**config.mk**
```make
export PLATFORM = sky130hd
export DESIGN_NAME = utf8_to_utf16_decoder
export DESIGN_NICKNAME = d
export VERILOG_FILES = /design/src/sv/u2u_pkg.sv /design/src/sv/utf8_to_utf16_decoder.sv /design/src/sv/u2u_front.sv /design/src/sv/u2u_fifo.sv /design/src/sv/u2u_back.sv
export SDC_FILE = /design/constraint.sdc
export NUM_CORES = 1
export LEC_CHECK = 0
export BUFFER_PORTS_ARGS = -buffer_cell sky130_fd_sc_hd__buf_2
export CAP_MARGIN = 20
export CELL_PAD_IN_SITES_DETAIL_PLACEMENT = 1
export CELL_PAD_IN_SITES_GLOBAL_PLACEMENT = 1
export CORE_MARGIN = 2
export CORE_UTILIZATION = 58
export CTS_CLUSTER_DIAMETER = 30
export DETAILED_ROUTE_END_ITERATION = 7
export GPL_ROUTABILITY_DRIVEN = 0
export MAX_ROUTING_LAYER = met4
export PLACE_DENSITY_LB_ADDON = 0.1
export SYNTH_ARGS = -nofsm -noshare
export SYNTH_HDL_FRONTEND = slang
export SYNTH_SLANG_ARGS = --single-unit
```
**constraint.sdc**
```tcl
create_clock -name i_clk -period 14.7 [get_ports i_clk]
set_input_delay 2.94 -clock i_clk [delete_from_list [all_inputs] [get_ports i_clk]]
set_output_delay 2.94 -clock i_clk [all_outputs]
set_load 0.02 [all_outputs]
```
**src/sv/u2u_pkg.sv**
```systemverilog
// Shared types, constants and the code-point to UTF-16 conversion.
`timescale 1ns / 1ps
`default_nettype none
package u2u_pkg;

    localparam logic [31:0] MAX_SCALAR = 32'h0010_FFFF;
    localparam logic [31:0] MAX_BMP    = 32'h0000_FFFF;
    localparam logic [20:0] PLANE1     = 21'h01_0000;
    localparam logic [15:0] SURR_LO    = 16'hD800;
    localparam logic [15:0] SURR_HI    = 16'hDC00;
    localparam logic [15:0] SURR_END   = 16'hE000;

    typedef struct packed {
        logic [1:0]  cnt;
        logic [15:0] u0;
        logic [15:0] u1;
    } t_conv;

    typedef struct packed {
        logic [3:0][15:0] units;
        logic [1:0]       last;
    } t_job;

    typedef struct packed {
        logic empty;
        logic full;
    } t_q_stat;

    function automatic t_conv to_utf16(input logic [31:0] u);
        t_conv       r;
        logic [20:0] off;
        r   = '0;
        off = u[20:0] - PLANE1;
        priority if (u > MAX_SCALAR) begin
            r.cnt = 2'd0;
        end else if (u > MAX_BMP) begin
            r.cnt = 2'd2;
            r.u0  = SURR_LO + {6'd0, off[19:10]};
            r.u1  = SURR_HI | {6'd0, u[9:0]};
        end else if (u[15:0] < SURR_LO || u[15:0] >= SURR_END) begin
            r.cnt = 2'd1;
            r.u0  = u[15:0];
        end else begin
            r.cnt = 2'd0;
        end
        return r;
    endfunction

endpackage
`default_nettype wire

```
**src/sv/utf8_to_utf16_decoder.sv**
```systemverilog
// Top level of the UTF-8 to UTF-16 stream decoder.
//
//   channel  direction  handshake          payload
//   input    in         i_valid / o_stall  i_in_byte, i_end_of_string
//   output   out        o_valid / i_stall  o_code_unit, o_last_unit
//
// One byte is taken per cycle while the job queue has room; a byte yields 0 to 4 units.
// Units leave one per cycle from the output register while i_stall is low and jobs are queued.
// A job is registered in the queue and then in the output register before its first unit leaves.
// Reset clears the accumulator, pending flag, queue and output valid.
// o_stall rises only when the queue is full; i_stall holds the current unit.
`timescale 1ns / 1ps
`default_nettype none
module utf8_to_utf16_decoder
    import u2u_pkg::*;
#(
    parameter int QUEUE_DEPTH = 4
) (
    input  wire logic        i_clk,
    input  wire logic        i_rst_n,
    input  wire logic        i_valid,
    output logic             o_stall,
    input  wire logic [7:0]  i_in_byte,
    input  wire logic        i_end_of_string,
    output logic             o_valid,
    input  wire logic        i_stall,
    output logic [15:0]      o_code_unit,
    output logic             o_last_unit
);

    t_job    f_job, q_job;
    t_q_stat q_stat;
    logic    push, pop, accept;

    assign o_stall = q_stat.full;
    assign accept  = i_valid && !o_stall;

    u2u_front u_front (
        .i_clk           (i_clk),
        .i_rst_n         (i_rst_n),
        .i_accept        (accept),
        .i_in_byte       (i_in_byte),
        .i_end_of_string (i_end_of_string),
        .o_job           (f_job),
        .o_push          (push)
    );

    u2u_fifo #(.DEPTH(QUEUE_DEPTH)) u_fifo (
        .i_clk   (i_clk),
        .i_rst_n (i_rst_n),
        .i_push  (push),
        .i_job   (f_job),
        .i_pop   (pop),
        .o_job   (q_job),
        .o_stat  (q_stat)
    );

    u2u_back u_back (
        .i_clk       (i_clk),
        .i_rst_n     (i_rst_n),
        .i_job       (q_job),
        .i_stat      (q_stat),
        .o_pop       (pop),
        .i_stall     (i_stall),
        .o_valid     (o_valid),
        .o_code_unit (o_code_unit),
        .o_last_unit (o_last_unit)
    );

    a_no_push_full: assert property (@(posedge i_clk) disable iff (!i_rst_n)
        push |-> !q_stat.full)
        else $error("push into full queue");

    a_no_pop_empty: assert property (@(posedge i_clk) disable iff (!i_rst_n)
        pop |-> !q_stat.empty)
        else $error("pop from empty queue");

    a_reset_idle: assert property (@(posedge i_clk)
        !i_rst_n |=> !o_valid && !q_stat.full)
        else $error("output or queue busy after reset");

    a_held_unit: assert property (@(posedge i_clk) disable iff (!i_rst_n)
        (o_valid && i_stall) |=> o_valid && $stable(o_code_unit))
        else $error("stalled unit changed");

endmodule
`default_nettype wire

```
**src/sv/u2u_front.sv**
```systemverilog
// Front end: byte classification, accumulator and per-byte unit job build.
`timescale 1ns / 1ps
`default_nettype none
module u2u_front
    import u2u_pkg::*;
(
    input  wire logic       i_clk,
    input  wire logic       i_rst_n,
    input  wire logic       i_accept,
    input  wire logic [7:0] i_in_byte,
    input  wire logic       i_end_of_string,
    output t_job            o_job,
    output logic            o_push
);

    logic [31:0] r_accum, n_accum, acc_upd;
    logic        r_pending, n_pending;
    logic        is_cont;
    t_conv       v0, v1, c0, c1;
    logic [2:0]  total;

    always_comb begin
        is_cont = (i_in_byte[7:6] == 2'b10);
        priority if (i_in_byte <= 8'h7F) begin
            acc_upd = {24'd0, i_in_byte};
        end else if (i_in_byte <= 8'hBF) begin
            acc_upd = {r_accum[25:0], i_in_byte[5:0]};
        end else if (i_in_byte <= 8'hDF) begin
            acc_upd = {27'd0, i_in_byte[4:0]};
        end else if (i_in_byte <= 8'hEF) begin
            acc_upd = {28'd0, i_in_byte[3:0]};
        end else begin
            acc_upd = {29'd0, i_in_byte[2:0]};
        end
        c0 = to_utf16(r_accum);
        c1 = to_utf16(acc_upd);
        v0 = (r_pending && !is_cont) ? c0 : '0;
        v1 = i_end_of_string ? c1 : '0;
        n_accum   = i_end_of_string ? 32'd0 : acc_upd;
        n_pending = !i_end_of_string;

        o_job.units[0] = (v0.cnt != 2'd0) ? v0.u0 : v1.u0;
        o_job.units[1] = (v0.cnt == 2'd2) ? v0.u1 : (v0.cnt == 2'd1) ? v1.u0 : v1.u1;
        o_job.units[2] = (v0.cnt == 2'd2) ? v1.u0 : v1.u1;
        o_job.units[3] = v1.u1;
        total          = {1'b0, v0.cnt} + {1'b0, v1.cnt};
        o_job.last     = 2'(total - 3'd1);
        o_push         = i_accept && (total != 3'd0);
    end

    always_ff @(posedge i_clk) begin
        if (!i_rst_n) begin
            r_accum   <= '0;
            r_pending <= 1'b0;
        end else if (i_accept) begin
            r_accum   <= n_accum;
            r_pending <= n_pending;
        end
    end

endmodule
`default_nettype wire

```
**src/sv/u2u_fifo.sv**
```systemverilog
// Job queue between front end and output serializer.
`timescale 1ns / 1ps
`default_nettype none
module u2u_fifo
    import u2u_pkg::*;
#(
    parameter int DEPTH = 4
) (
    input  wire logic i_clk,
    input  wire logic i_rst_n,
    input  wire logic i_push,
    input  wire t_job i_job,
    input  wire logic i_pop,
    output t_job      o_job,
    output t_q_stat   o_stat
);

    localparam int PW = (DEPTH > 1) ? $clog2(DEPTH) : 1;
    localparam int CW = $clog2(DEPTH + 1);
    localparam logic [PW-1:0] LAST_PTR = PW'(DEPTH - 1);
    localparam logic [CW-1:0] FULL_CNT = CW'(DEPTH);

    t_job          r_mem [DEPTH];
    logic [PW-1:0] r_wr, r_rd;
    logic [CW-1:0] r_cnt;

    always_comb begin
        o_job        = r_mem[r_rd];
        o_stat.empty = (r_cnt == '0);
        o_stat.full  = (r_cnt == FULL_CNT);
    end

    always_ff @(posedge i_clk) begin
        if (i_push) begin
            r_mem[r_wr] <= i_job;
        end
    end

    always_ff @(posedge i_clk) begin
        if (!i_rst_n) begin
            r_wr  <= '0;
            r_rd  <= '0;
            r_cnt <= '0;
        end else begin
            if (i_push) begin
                r_wr <= (r_wr == LAST_PTR) ? '0 : r_wr + PW'(1);
            end
            if (i_pop) begin
                r_rd <= (r_rd == LAST_PTR) ? '0 : r_rd + PW'(1);
            end
            if (i_push && !i_pop) begin
                r_cnt <= r_cnt + CW'(1);
            end else if (i_pop && !i_push) begin
                r_cnt <= r_cnt - CW'(1);
            end
        end
    end

endmodule
`default_nettype wire

```
**src/sv/u2u_back.sv**
```systemverilog
// Back end: output register that serializes one job into code units.
`timescale 1ns / 1ps
`default_nettype none
module u2u_back
    import u2u_pkg::*;
(
    input  wire logic    i_clk,
    input  wire logic    i_rst_n,
    input  wire t_job    i_job,
    input  wire t_q_stat i_stat,
    output logic       o_pop,
    input  wire logic  i_stall,
    output logic       o_valid,
    output logic [15:0] o_code_unit,
    output logic       o_last_unit
);

    t_job       r_job;
    logic [1:0] r_idx;
    logic       r_valid;
    logic       at_last, load;

    always_comb begin
        at_last     = (r_idx == r_job.last);
        load        = !r_valid || (!i_stall && at_last);
        o_pop       = load && !i_stat.empty;
        o_valid     = r_valid;
        o_code_unit = r_job.units[r_idx];
        o_last_unit = at_last;
    end

    always_ff @(posedge i_clk) begin
        if (!i_rst_n) begin
            r_valid <= 1'b0;
            r_idx   <= '0;
        end else if (load) begin
            r_valid <= !i_stat.empty;
            r_idx   <= '0;
        end else if (!i_stall) begin
            r_idx   <= r_idx + 2'd1;
        end
    end

    always_ff @(posedge i_clk) begin
        if (o_pop) begin
            r_job <= i_job;
        end
    end

endmodule
`default_nettype wire
```
---- Word-level counts from Yosys, hierarchy flattened ----
Memory sizes are Yosys's and may differ from the RTL's. A register that Yosys moved wholly into a read port is not among the register bits.
Cells that the tools add are included.
storage, ports and cells
  flip-flop bits (word level) ............. 43
  bits in writable memories ............... 264
  bits of input ports ..................... 13
  output and inout bits ................... 19
  logic and storage cells ................. 94
  memories ................................ 1
memories
  memory        depth  bits a word  read ports  clocked after memory_dff  wr ports  RTL line        source
  u_fifo.r_mem  4      66           1           1                         1         u2u_fifo.sv:23  t_job r_mem [DEPTH];
cells by class
  add/subtract/negate cells ............... 11
  order comparisons ....................... 13
  equality and inequality tests ........... 7
  muxes and demuxes ....................... 31
  bitwise logic cells ..................... 1
  reduce and logical (&&, ||, !) cells .... 23
operator list
  kind                      count
  $mux W32                  6
  $mux W16                  9
  $mux W34                  2
  $gt A32 B16 Y1 const B    2
  $gt A32 B21 Y1 const B    2
  $sub A20 B17 Y20 const B  2
  $mux W18                  2
  $add A15 B11 Y16 const A  2
  $bmux W16 S2              1
  $ge A16 B16 Y1 const B    2
  $lt A16 B16 Y1 const B    2
  $le A8 B8 Y1 const B      3
  $eq A2 B2 Y1 const B      4
  $le A8 B7 Y1 const B      1
  $logic_not A1 Y1          8
  $mux W2                   4
  $logic_and A1 B1 Y1       7
  $add A2 B1 Y2 const B     3
  $mux W3                   2
  $mux W1                   4
  $mux W4                   1
  $reduce_bool A2 Y1        2
  $add A2 B2 Y3             1
  $add A3 B1 Y3 const B     1
  other kinds (11)          13

---- Longest topological paths before layout ----
Gate-level depths: netlist of run 1.
  word-level depth ........................ 18
  mapped depth ............................ 20
  gate-level depth less buffers ........... 18

---- Modules after synthesis ----
A second synthesis of run 1 with hierarchy kept.
unflattened totals
  cells, all modules ...................... 875
  area total of the unflattened synthesis .. 15308.4 µm²
by module, submodules not included
  module                 times used  cells each  area each (µm²)  sequential area each (µm²)
  u2u_fifo               1           388         9975.8           8107.8
  u2u_front              1           382         2793.9           660.6
  u2u_back               1           104         2524.9           2042.0
  utf8_to_utf16_decoder  1           1           13.8             0.0

---- Worst setup path before layout of run 1 ----
No wires, ideal clock.
  path type ............................... input -> register
  from .................................... input port i_in_byte[7]
  to ...................................... memory u_fifo.r_mem[0][0] (netlist name), enable pin
  setup time .............................. 0.425 ns
  data arrival time ....................... 7.392 ns
  data required time ...................... 14.275 ns
  setup slack ............................. 6.883 ns
  cell stages on the path ................. 14
  cell sequence ........................... nor2b_1 clkbuf_1 nand2_1 ha_1 or3b_1 a21boi_1 a22oi_1 nor2_1 ha_1 fa_1 inv_1 ha_1 a21oi_1 and2_1
between the ends
  longest elaborated chain between the ends .. 16
  elaborated cells on any way between the ends .. 26
  those cells by class .................... add/sub: 1; order compare: 8; eq/ne: 1; mux: 11; reduce/logical: 5
RTL lines
  element                                                  RTL line                     source
  start, declared                                          utf8_to_utf16_decoder.sv:23  input wire logic [7:0] i_in_byte,
  $le A8 B8 Y1                                             u2u_front.sv:30              end else if (i_in_byte <= 8'hEF) begin
  $mux W4                                                  u2u_front.sv:30
  $mux W32                                                 u2u_front.sv:28              end else if (i_in_byte <= 8'hDF) begin
  $mux W32                                                 u2u_front.sv:26              end else if (i_in_byte <= 8'hBF) begin
  $mux W32                                                 u2u_front.sv:24              priority if (i_in_byte <= 8'h7F) begin
  $lt A16 B16 Y1 / $ge A16 B16 Y1 (equally long branches)  u2u_pkg.sv:40                end else if (u[15:0] < SURR_LO || u[15:0] >= SURR_END) begin
  $logic_or A1 B1 Y1                                       u2u_pkg.sv:40
  $mux W1                                                  u2u_pkg.sv:40
  $mux W18                                                 u2u_pkg.sv:36                end else if (u > MAX_BMP) begin
  $mux W2                                                  u2u_pkg.sv:34                priority if (u > MAX_SCALAR) begin
  $mux W34                                                 u2u_front.sv:38              v1 = i_end_of_string ? c1 : '0;
  $add A2 B2 Y3 (*)                                        u2u_front.sv:46              total = {1'b0, v0.cnt} + {1'b0, v1.cnt};
  $reduce_bool A3 Y1 (*)                                   u2u_front.sv:48              o_push = i_accept && (total != 3'd0);
  $logic_and A1 B1 Y1 (*)                                  u2u_front.sv:48
  named net push                                           utf8_to_utf16_decoder.sv:33  logic push, pop, accept;
  $mux W1 (*)                                              u2u_fifo.sv:34               if (i_push) begin
  $mux W1 (implied by the code) (*)                        u2u_fifo.sv:35               r_mem[r_wr] <= i_job;
  end, declared                                            u2u_fifo.sv:23
The timed path passes the listed nets; every way through them passes the cells marked *.

---- Worst setup path in the final report of run 1 ----
  from .................................... input port i_in_byte[7]
  to ...................................... memory u_fifo.r_mem[2][45] (netlist name), enable pin
Same word-level chain as after synthesis.

==> results of run 1 <==
[registers in the layout, indices dropped and copies added (netlist names)]
register / flops
u_back.o_valid: 1
u_back.r_idx: 2
u_back.r_job: 61
u_fifo.r_cnt: 3
u_fifo.r_mem: 244
u_fifo.r_rd: 2
u_fifo.r_wr: 2
u_front.r_accum: 32
u_front.r_pending: 1
[critical path, stage by stage]
cell and delay [ns]:
sky130_fd_sc_hd__buf_2 0.15, sky130_fd_sc_hd__nor2b_1 0.78, sky130_fd_sc_hd__nand2_1 0.24, sky130_fd_sc_hd__ha_1 0.33
sky130_fd_sc_hd__or3b_1 0.25, sky130_fd_sc_hd__a21boi_1 0.13, sky130_fd_sc_hd__a22o_1 0.39, sky130_fd_sc_hd__nand2_1 0.53
sky130_fd_sc_hd__inv_2 0.25, sky130_fd_sc_hd__fa_1 0.62, sky130_fd_sc_hd__inv_1 0.07, sky130_fd_sc_hd__ha_1 0.18
sky130_fd_sc_hd__a21oi_1 0.50, sky130_fd_sc_hd__and2_2 0.76, sky130_fd_sc_hd__buf_4 0.61
[cells by family after synthesis]
| kind of cell | count (synthesis) | synth area share (%) |
|---|---|---|
| other | 1 | 0.02642 |
| AOI/OAI and AO/OA | 107 | 5.377 |
| adders and majority gates | 12 | 1.164 |
| DFF | 348 | 70.59 |
| buffers and inverters | 66 | 1.948 |
| and+or+nand+nor | 215 | 7.695 |
| xor gates and xnor gates | 9 | 0.5553 |
| muxes | 84 | 12.65 |
[power by group through the flow]
stage | Clock, mW | Sequential, mW | Combinational (mW)
after floorplan | 0 | 1.33 | 0.409
after global placement | 0 | 1.36 | 0.510
after detailed placement | 0 | 1.38 | 0.530
after CTS | 1.50 | 1.37 | 0.540
after global routing | 1.54 | 1.39 | 0.573
final | 1.49 | 1.37 | 0.535
[placed cells by master (no fill, tap or decap), types with 9 or more instances in the layout]
master                      count
sky130_fd_sc_hd__a21oi_1       22
sky130_fd_sc_hd__o21ai_0       10
sky130_fd_sc_hd__clkbuf_1      10
sky130_fd_sc_hd__mux4_2        76
sky130_fd_sc_hd__dfxtp_1       41
sky130_fd_sc_hd__nor2_1        18
sky130_fd_sc_hd__bufinv_16     10
sky130_fd_sc_hd__nor3_1        15
sky130_fd_sc_hd__buf_4         11
sky130_fd_sc_hd__clkbuf_16     63
sky130_fd_sc_hd__nor2b_1       14
sky130_fd_sc_hd__edfxtp_1     305
sky130_fd_sc_hd__nand2_1       81
sky130_fd_sc_hd__inv_1         16
sky130_fd_sc_hd__ha_1          10
sky130_fd_sc_hd__nand3_1       32
sky130_fd_sc_hd__a21boi_0      29
sky130_fd_sc_hd__a22oi_1        9
sky130_fd_sc_hd__and3_1        11
sky130_fd_sc_hd__buf_2         31
[stage by stage]
stage          hold WS, ns  worst slack, ns  power, mW  utilization, %  cells
2_1_floorplan       0.4354            6.883      1.734               -    849
5_1_grt             0.5023            5.782      3.499           69.77   1285
4_1_cts             0.4700            6.216      3.413           69.70   1284
3_5_place_dp        0.4632            5.876      1.906           60.69   1168
3_3_place_gp        0.4463            6.328      1.870           60.69   1168
6_report            0.4672            6.098      3.393           69.77   1285
[layer usage]
metal	part of all wire [%]	GRT usage, %
met1	37	39.99
met2	50	52.17
met3	7.6	5.966
met4	4.6	13.47
met5	0	-
[area by class of cell]
class                      instances  share of cell area [%]
clock inverter                    39                   3.019
multi-input combinational        435                   23.33
tap                              324                   2.403
sequential                       348                   59.43
inverter                          19                  0.4228
clock buffer                      77                   9.895
timing repair buffer              43                   1.498
[final timing paths]
kind | from | to | cells past startpoint
max | i_in_byte[7] | u_fifo.r_mem[2][45] | 15
min | u_front.r_accum[27] | u_front.r_accum[27] | 2
max reg2reg | u_front.r_accum[11] | u_fifo.r_mem[2][45] | 13
min reg2reg | u_front.r_accum[27] | u_front.r_accum[27] | 2
==> flow_summary_export.csv, run 1 <==
group,metric,value,unit
sta,max_freq,116.2,MHz
clock_tree,cts_htree_levels,2,
floorplanning,die_h,160.4,um
global_route,grt_max_degree,62,
drt,totalWireLength,38140,um
floorplanning,floorplan.initialDensity,58.71,%
logic_synthesis,share_of_flip_flops_with_an_asynchronous_set_or_reset_after_synthesis,0,%
finish,multi_input_comb_area,0.003935,sq mm
sta,hold_viol,0,
power_and_ir_drop,power.sequential.fraction,40.4,%
worst_setup_path,r2r_setup_slk,8.97,ns
worst_setup_path,timing.critical_path.from_type,"input pin",
power_and_ir_drop,power.leakage,5.900,nW
logic_synthesis,netlist.area_leader.share,64.52,%
logic_synthesis,yosys_warnings,0,
global_route,antenna_violations_before_repair,0,
floorplanning,die_width,160.4,um
clock_tree,worst_skew_pair.late_latency,0.58,ns
power_and_ir_drop,power_frac_clock,43.8,%
sta,min_period_over_period,58.52,%
worst_setup_path,timing.setup.critical_path_class,"in -> reg",
worst_setup_path,timing.critical_path.fanout_max,39,
clock_tree,cts-root-to-sink-buffers,3,
worst_hold_path,hold_path.class,"reg -> reg",
floorplanning,placeableCoreArea,0.02418,sq mm
status,run_status,"complete, no violations",
drt,drt.antenna.violating_nets,0,
clock_tree,postCtsSetupBuffers,0,
sta,unrepaired_setup_endpoints_after_global_routing,"false",
logic_synthesis,synth_top_flop_cell,"sky130_fd_sc_hd__edfxtp_1",
logic_synthesis,synthDistinctLibCells,67,
floorplanning,std_cell_rows,57,
floorplanning,io_pins,32,
drt,number_of_detailed_route_iterations_in_the_first_pass,6,
finish,area.sequential,0.01002,sq mm
sta,clock-skew-final,0.02010,ns
global_route,grt_use_total,32.01,%
logic_synthesis,synth_top_cells_by_area,"sky130_fd_sc_hd__edfxtp_1 65%, sky130_fd_sc_hd__mux4_2 12%, sky130_fd_sc_hd__dfxtp_1 6.1%",
finish,fillers,1997,
clock_tree,clkSinkCount,348,
sta,max_slew_margin,30.32,%
finish,post_route_cells_drive_above_1_share,26.22,%
clock_tree,cts_inserted_buffers,61,
power_and_ir_drop,power.internal,2.494,mW
worst_setup_path,endpoint_kind,"flop",
drt,vias_per_cell,6.544,
worst_setup_path,cp_data_required_time,14.90,ns
logic_synthesis,yosysMostFrequentCell,"sky130_fd_sc_hd__edfxtp_1",
placement,placement.io_buffers,31,
placement,place_area,0.01467,sq mm
power_and_ir_drop,power_density,201.1,mW/mm^2
worst_setup_path,timing.critical_path.arrival,8.80,ns
sta,finalSetupTns,0,ns
finish,layout-area-overhead-vs-synth,18.83,%
power_and_ir_drop,p_sw,898.6,uW
logic_synthesis,synth.largest_area_cell,"sky130_fd_sc_hd__edfxtp_1",
logic_synthesis,synth-seq-area-share,70.59,%
clock_tree,cts_tree,"built",
drt,per_cell_routed_wire_length,29.68,um
finish,final_area,0.01687,sq mm
logic_synthesis,avgSynthCellArea,16.86,sq um
sta,finalSetupViolCount,0,
clock_tree,cts_resized,0,
floorplanning,dieArea,0.02574,sq mm
logic_synthesis,syn_inst,842,
sta,number_of_slew_limit_violations_in_the_final_report,0,
clock_tree,postCtsHoldBufs,0,
global_route,globalRouteOverflowTotal,0,
drt,drt_iter0_drc,984,
logic_synthesis,netlist_area,0.01419,sq mm
power_and_ir_drop,power_switching_share,26.49,%
placement,dpl.hpwl,21340,um
logic_synthesis,post_synth_top_cells,"305 x sky130_fd_sc_hd__edfxtp_1, 81 x sky130_fd_sc_hd__nand2_1, 76 x sky130_fd_sc_hd__mux4_2, 43 x sky130_fd_sc_hd__dfxtp_1, 32 x sky130_fd_sc_hd__nand3_1",
sta,period_needed,8.602,ns
global_route,grt_first_pass_wirelength,58770,um
drt,drc_errors,0,
clock_tree,clkTransAtPathRegs,0.05,ns
logic_synthesis,number_of_enable_flip_flop_cells_after_synthesis,305,
finish,antenna-diode-count,0,
job,timing.max_cap.violations,0,
sta,timing_worst_slew_pin_value,1.044,ns
logic_synthesis,synth_seq_cells,348,
power_and_ir_drop,ir_drop,0.1239,mV
drt,detailroute.via_count,8409,
global_route,grt_pass1_vias,9191,
clock_tree,cts-root-buf,"sky130_fd_sc_hd__clkbuf_16",
power_and_ir_drop,share_comb_of_total_power,15.8,%
finish,fin_nets,933,
(Power assumes the default switching activity.)
==> run 2, diff against run 1 <==
ABC_AREA = 1   (was default)
CORE_UTILIZATION = 46   (was 58)
clock period = 7.7 ns   (was 14.7 ns; I/O delays follow)
==> run 2 against run 1 <==
Combinational power increased by 140%. Synthesized area increased by 2.8%. Critical endpoint is now u_fifo.r_cnt[1]. Sequential share of layout area decreased by 3.3 points. Wire length increased by 6.8%. Sequential power increased by 87%. Core utilization decreased by 13 points. Critical path depth increased by 6. Hold slack got worse by 0.0059 ns. Flip-flop and latch count unchanged. Largest cell class unchanged. Total power increased by 110%. Clock power increased by 130%. Via count increased by 23%.
==> flow_summary_export.csv, run 2 <==
group,metric,value,unit
worst_setup_path,critPathMostFrequentCell,"sky130_fd_sc_hd__inv_1",
worst_hold_path,hold_path.class,"reg -> reg",
logic_synthesis,yosys_warnings,0,
status,run_status,"complete, no violations",
drt,detailroute.via_count,10320,
floorplanning,dieArea,0.03315,sq mm
global_route,grt_first_pass_wirelength,62880,um
drt,drt_iter0_drc,682,
logic_synthesis,synth_top_family_by_area,"simple AND/OR/NAND/NOR gates",
worst_setup_path,timing.critical_path.cells,"buf_2 > nand2_4 > nor2_1 > inv_1 > ha_1 > nand2_1 > nor2_1 > nand2_1 > nand4_2 > inv_1 > fa_1 > inv_1 > ha_1 > nand2_1 > nand2_1 > inv_1 > ha_1 > inv_1 > fa_1 > o21ai_0 > a21oi_1",
worst_hold_path,worst_hold_path.endpoint,"u_front.r_accum[31]",
worst_setup_path,timing.critical_path.arrival,6.06,ns
floorplanning,die_width,182.1,um
drt,number_of_detailed_route_iterations_in_the_first_pass,5,
worst_hold_path,hold_depth,2,
clock_tree,clkSinkCount,348,
worst_setup_path,crit_slowest_cell,"sky130_fd_sc_hd__nand4_2",
logic_synthesis,synthDistinctLibCells,43,
drt,per_cell_routed_wire_length,22.10,um
clock_tree,cts_tree,"built",
finish,post_route_cells_drive_above_1_share,14.71,%
finish,largest_register_ff_count,244,
worst_setup_path,timing.setup.critical_path_class,"in -> reg",
placement,dpl.hpwl,24510,um
sta,finalSetupTns,0,ns
clock_tree,cts-root-buf,"sky130_fd_sc_hd__clkbuf_16",
power_and_ir_drop,design_power_total,7.208,mW
floorplanning,floorplan.initialDensity,46.47,%
worst_setup_path,r2r-end,"u_fifo.r_cnt[1]",
logic_synthesis,synth_compound_area_share,10.61,%
clock_tree,cts_resized,0,
sta,max_freq,178.2,MHz
logic_synthesis,avgSynthCellArea,11.11,sq um
logic_synthesis,netlist.area_leader.share,62.78,%
global_route,grt_use_total,25.93,%
logic_synthesis,synth-xor-area-share,0.3602,%
logic_synthesis,synth.largest_area_cell,"sky130_fd_sc_hd__edfxtp_1",
sta,hold_viol,0,
power_and_ir_drop,ir_drop,0.2409,mV
drt,totalWireLength,40750,um
logic_synthesis,syn_inst,1313,
logic_synthesis,yosysMostFrequentCell,"sky130_fd_sc_hd__edfxtp_1",
logic_synthesis,share_of_flip_flops_with_an_asynchronous_set_or_reset_after_synthesis,0,%
sta,clock-skew-final,0.01891,ns
worst_setup_path,timing.critical_path.from_type,"input pin",
worst_hold_path,hold_path_startpoint,"u_front.r_accum[31]",
floorplanning,placeableCoreArea,0.03139,sq mm
finish,fillers,3223,
finish,most_common_cell_after_layout_fill_and_taps_aside,"sky130_fd_sc_hd__edfxtp_1",
global_route,grt_max_degree,72,
finish,final_area,0.01784,sq mm
sta,timing_worst_slew_pin_value,1.029,ns
logic_synthesis,netlist_area,0.01459,sq mm
placement,placement.io_buffers,31,
worst_setup_path,path_buf_inv,6,
placement,place_area,0.01512,sq mm
clock_tree,cts-root-to-sink-buffers,3,
logic_synthesis,synth-seq-area-share,68.68,%
sta,period_needed,5.613,ns
power_and_ir_drop,power.leakage,6.728,nW
job,timing.max_cap.violations,0,
clock_tree,clkTransAtPathRegs,0.04,ns
drt,vias_per_cell,5.598,
clock_tree,cts_inserted_buffers,76,
sta,unrepaired_setup_endpoints_after_global_routing,"false",
clock_tree,postCtsSetupBuffers,0,
logic_synthesis,synth_seq_cells,348,
finish,max_flop_register,"u_fifo.r_mem",
global_route,globalRouteOverflowTotal,0,
sta,finalHoldWorstSlack,0.4613,ns
logic_synthesis,muxShareOfSynthArea,0,%
sta,max_slew_margin,31.43,%
logic_synthesis,synth_top_flop_cell,"sky130_fd_sc_hd__edfxtp_1",
floorplanning,std_cell_rows,65,
worst_setup_path,timing.critical_path.fanout_max,21,
logic_synthesis,yosys.area_share.simple,14.70,%
sta,min_period_over_period,72.89,%
floorplanning,die_h,182.1,um
worst_setup_path,cp_data_required_time,8.14,ns
clock_tree,worst_skew_pair.late_latency,0.57,ns
worst_setup_path,endpoint_kind,"flop",
finish,multi_input_comb_area,0.003970,sq mm
finish,fin_nets,1404,
logic_synthesis,synth_top_cells_by_area,"sky130_fd_sc_hd__edfxtp_1 63%, sky130_fd_sc_hd__dfxtp_1 5.9%, sky130_fd_sc_hd__nor2_1 5.7%",
worst_setup_path,worst_path_largest_cell_delay,0.59,ns
worst_setup_path,r2r_setup_slk,3.06,ns
floorplanning,io_pins,32,
drt,drt.antenna.violating_nets,0,
logic_synthesis,post_synth_fa_ha_maj_area_fraction,1.132,%
global_route,antenna_violations_before_repair,2,
sta,number_of_slew_limit_violations_in_the_final_report,0,
logic_synthesis,post_synth_top_cells,"305 x sky130_fd_sc_hd__edfxtp_1, 220 x sky130_fd_sc_hd__nor2_1, 192 x sky130_fd_sc_hd__nand2_1, 141 x sky130_fd_sc_hd__o21ai_0, 82 x sky130_fd_sc_hd__inv_1",
finish,area.sequential,0.01002,sq mm
worst_setup_path,r2r_start,"u_front.r_accum[10]",
global_route,grt_pass1_vias,10920,
finish,layout-area-overhead-vs-synth,22.32,%
finish,layout_top_registers,"u_fifo.r_mem (244), u_back.r_job (61), u_front.r_accum (32)",
worst_setup_path,top_delay_family_on_crit_path,"simple AND/OR/NAND/NOR gates",
sta,finalSetupViolCount,0,
logic_synthesis,number_of_enable_flip_flop_cells_after_synthesis,305,
clock_tree,postCtsHoldBufs,0,
worst_setup_path,r2r.worst_path.cells,20,
power_and_ir_drop,power_density,404.0,mW/mm^2
drt,drc_errors,0,
clock_tree,cts_htree_levels,3,
finish,layout_common_cells,"305 x sky130_fd_sc_hd__edfxtp_1, 216 x sky130_fd_sc_hd__nor2_1, 192 x sky130_fd_sc_hd__nand2_1",
[run 2: cell types whose count changed in the layout (fill, tap and decap cells not counted), moves of 33 or more]
cell / delta
sky130_fd_sc_hd__nand3_1: +33
sky130_fd_sc_hd__mux4_2: -76
sky130_fd_sc_hd__nor2_1: +198
sky130_fd_sc_hd__o21ai_0: +131
sky130_fd_sc_hd__o22ai_1: +57
sky130_fd_sc_hd__nand2_1: +111
sky130_fd_sc_hd__inv_1: +63
[run 2: where the power goes]
part           switching, mW  internal [mW]  leakage [nW]
clock                   1.04           2.34          1.31
combinational          0.938          0.335          2.15
sequential             0.116           2.45          3.27
[run 2: logic make-up (layout without fill, tap and decap cells)]
group                      Yosys count  count (layout)
and+or+nand+nor                    510             510
DFF                                348             348
AOI/OAI and AO/OA                  278             278
buffers and inverters              158             279
adders and majority gates           12              12
xor gates and xnor gates             6               6
other                                1               9
[run 2: final cells by class]
class	instances	area share, %
repair buffers	47	1.655
well taps	402	2.819
clock buffers	88	11.44
multi-input cells	814	22.25
flip-flops and latches	348	56.18
diodes	1	0.01402
inverters	92	1.984
clock inverters	52	3.660
[run 2: stage by stage]
step	std cells	util, %	setup slack (ns)
2_1_floorplan	1320	-	0.8027
3_3_place_gp	1702	48.16	1.774
3_5_place_dp	1702	48.16	1.608
4_1_cts	1842	56.75	2.112
5_1_grt	1844	56.84	1.738
6_report	1844	56.84	2.087
[run 2: routing by layer]
layer  vias up  GRT usage [%]  part of all wire, %
li1       4787              -                    -
met1      5175          31.48                   43
met2       264          42.06                   49
met3        96          5.927                  5.4
met4         0          10.81                  3.2
met5         -              -                    0
[run 2: worst max-delay path by stage]
stage,start,cells after the start,slack [ns],to
finish,i_in_byte[7],21,2.09,u_fifo.r_cnt[1]
global placement,i_in_byte[7],16,1.77,u_fifo.r_mem[2][3]
detailed placement,i_in_byte[7],16,1.61,u_fifo.r_mem[2][53]
floorplan,i_in_byte[6],19,0.80,u_fifo.r_mem[0][0]
CTS,i_in_byte[7],21,2.11,u_fifo.r_cnt[1]
global route,i_in_byte[7],21,1.74,u_fifo.r_cnt[1]
[run 2: tightest hold or removal path: stages, from the launching register on]
cell and delay [ns]:
sky130_fd_sc_hd__dfxtp_1 0.30, sky130_fd_sc_hd__nand2_1 0.06, sky130_fd_sc_hd__a21oi_1 0.05
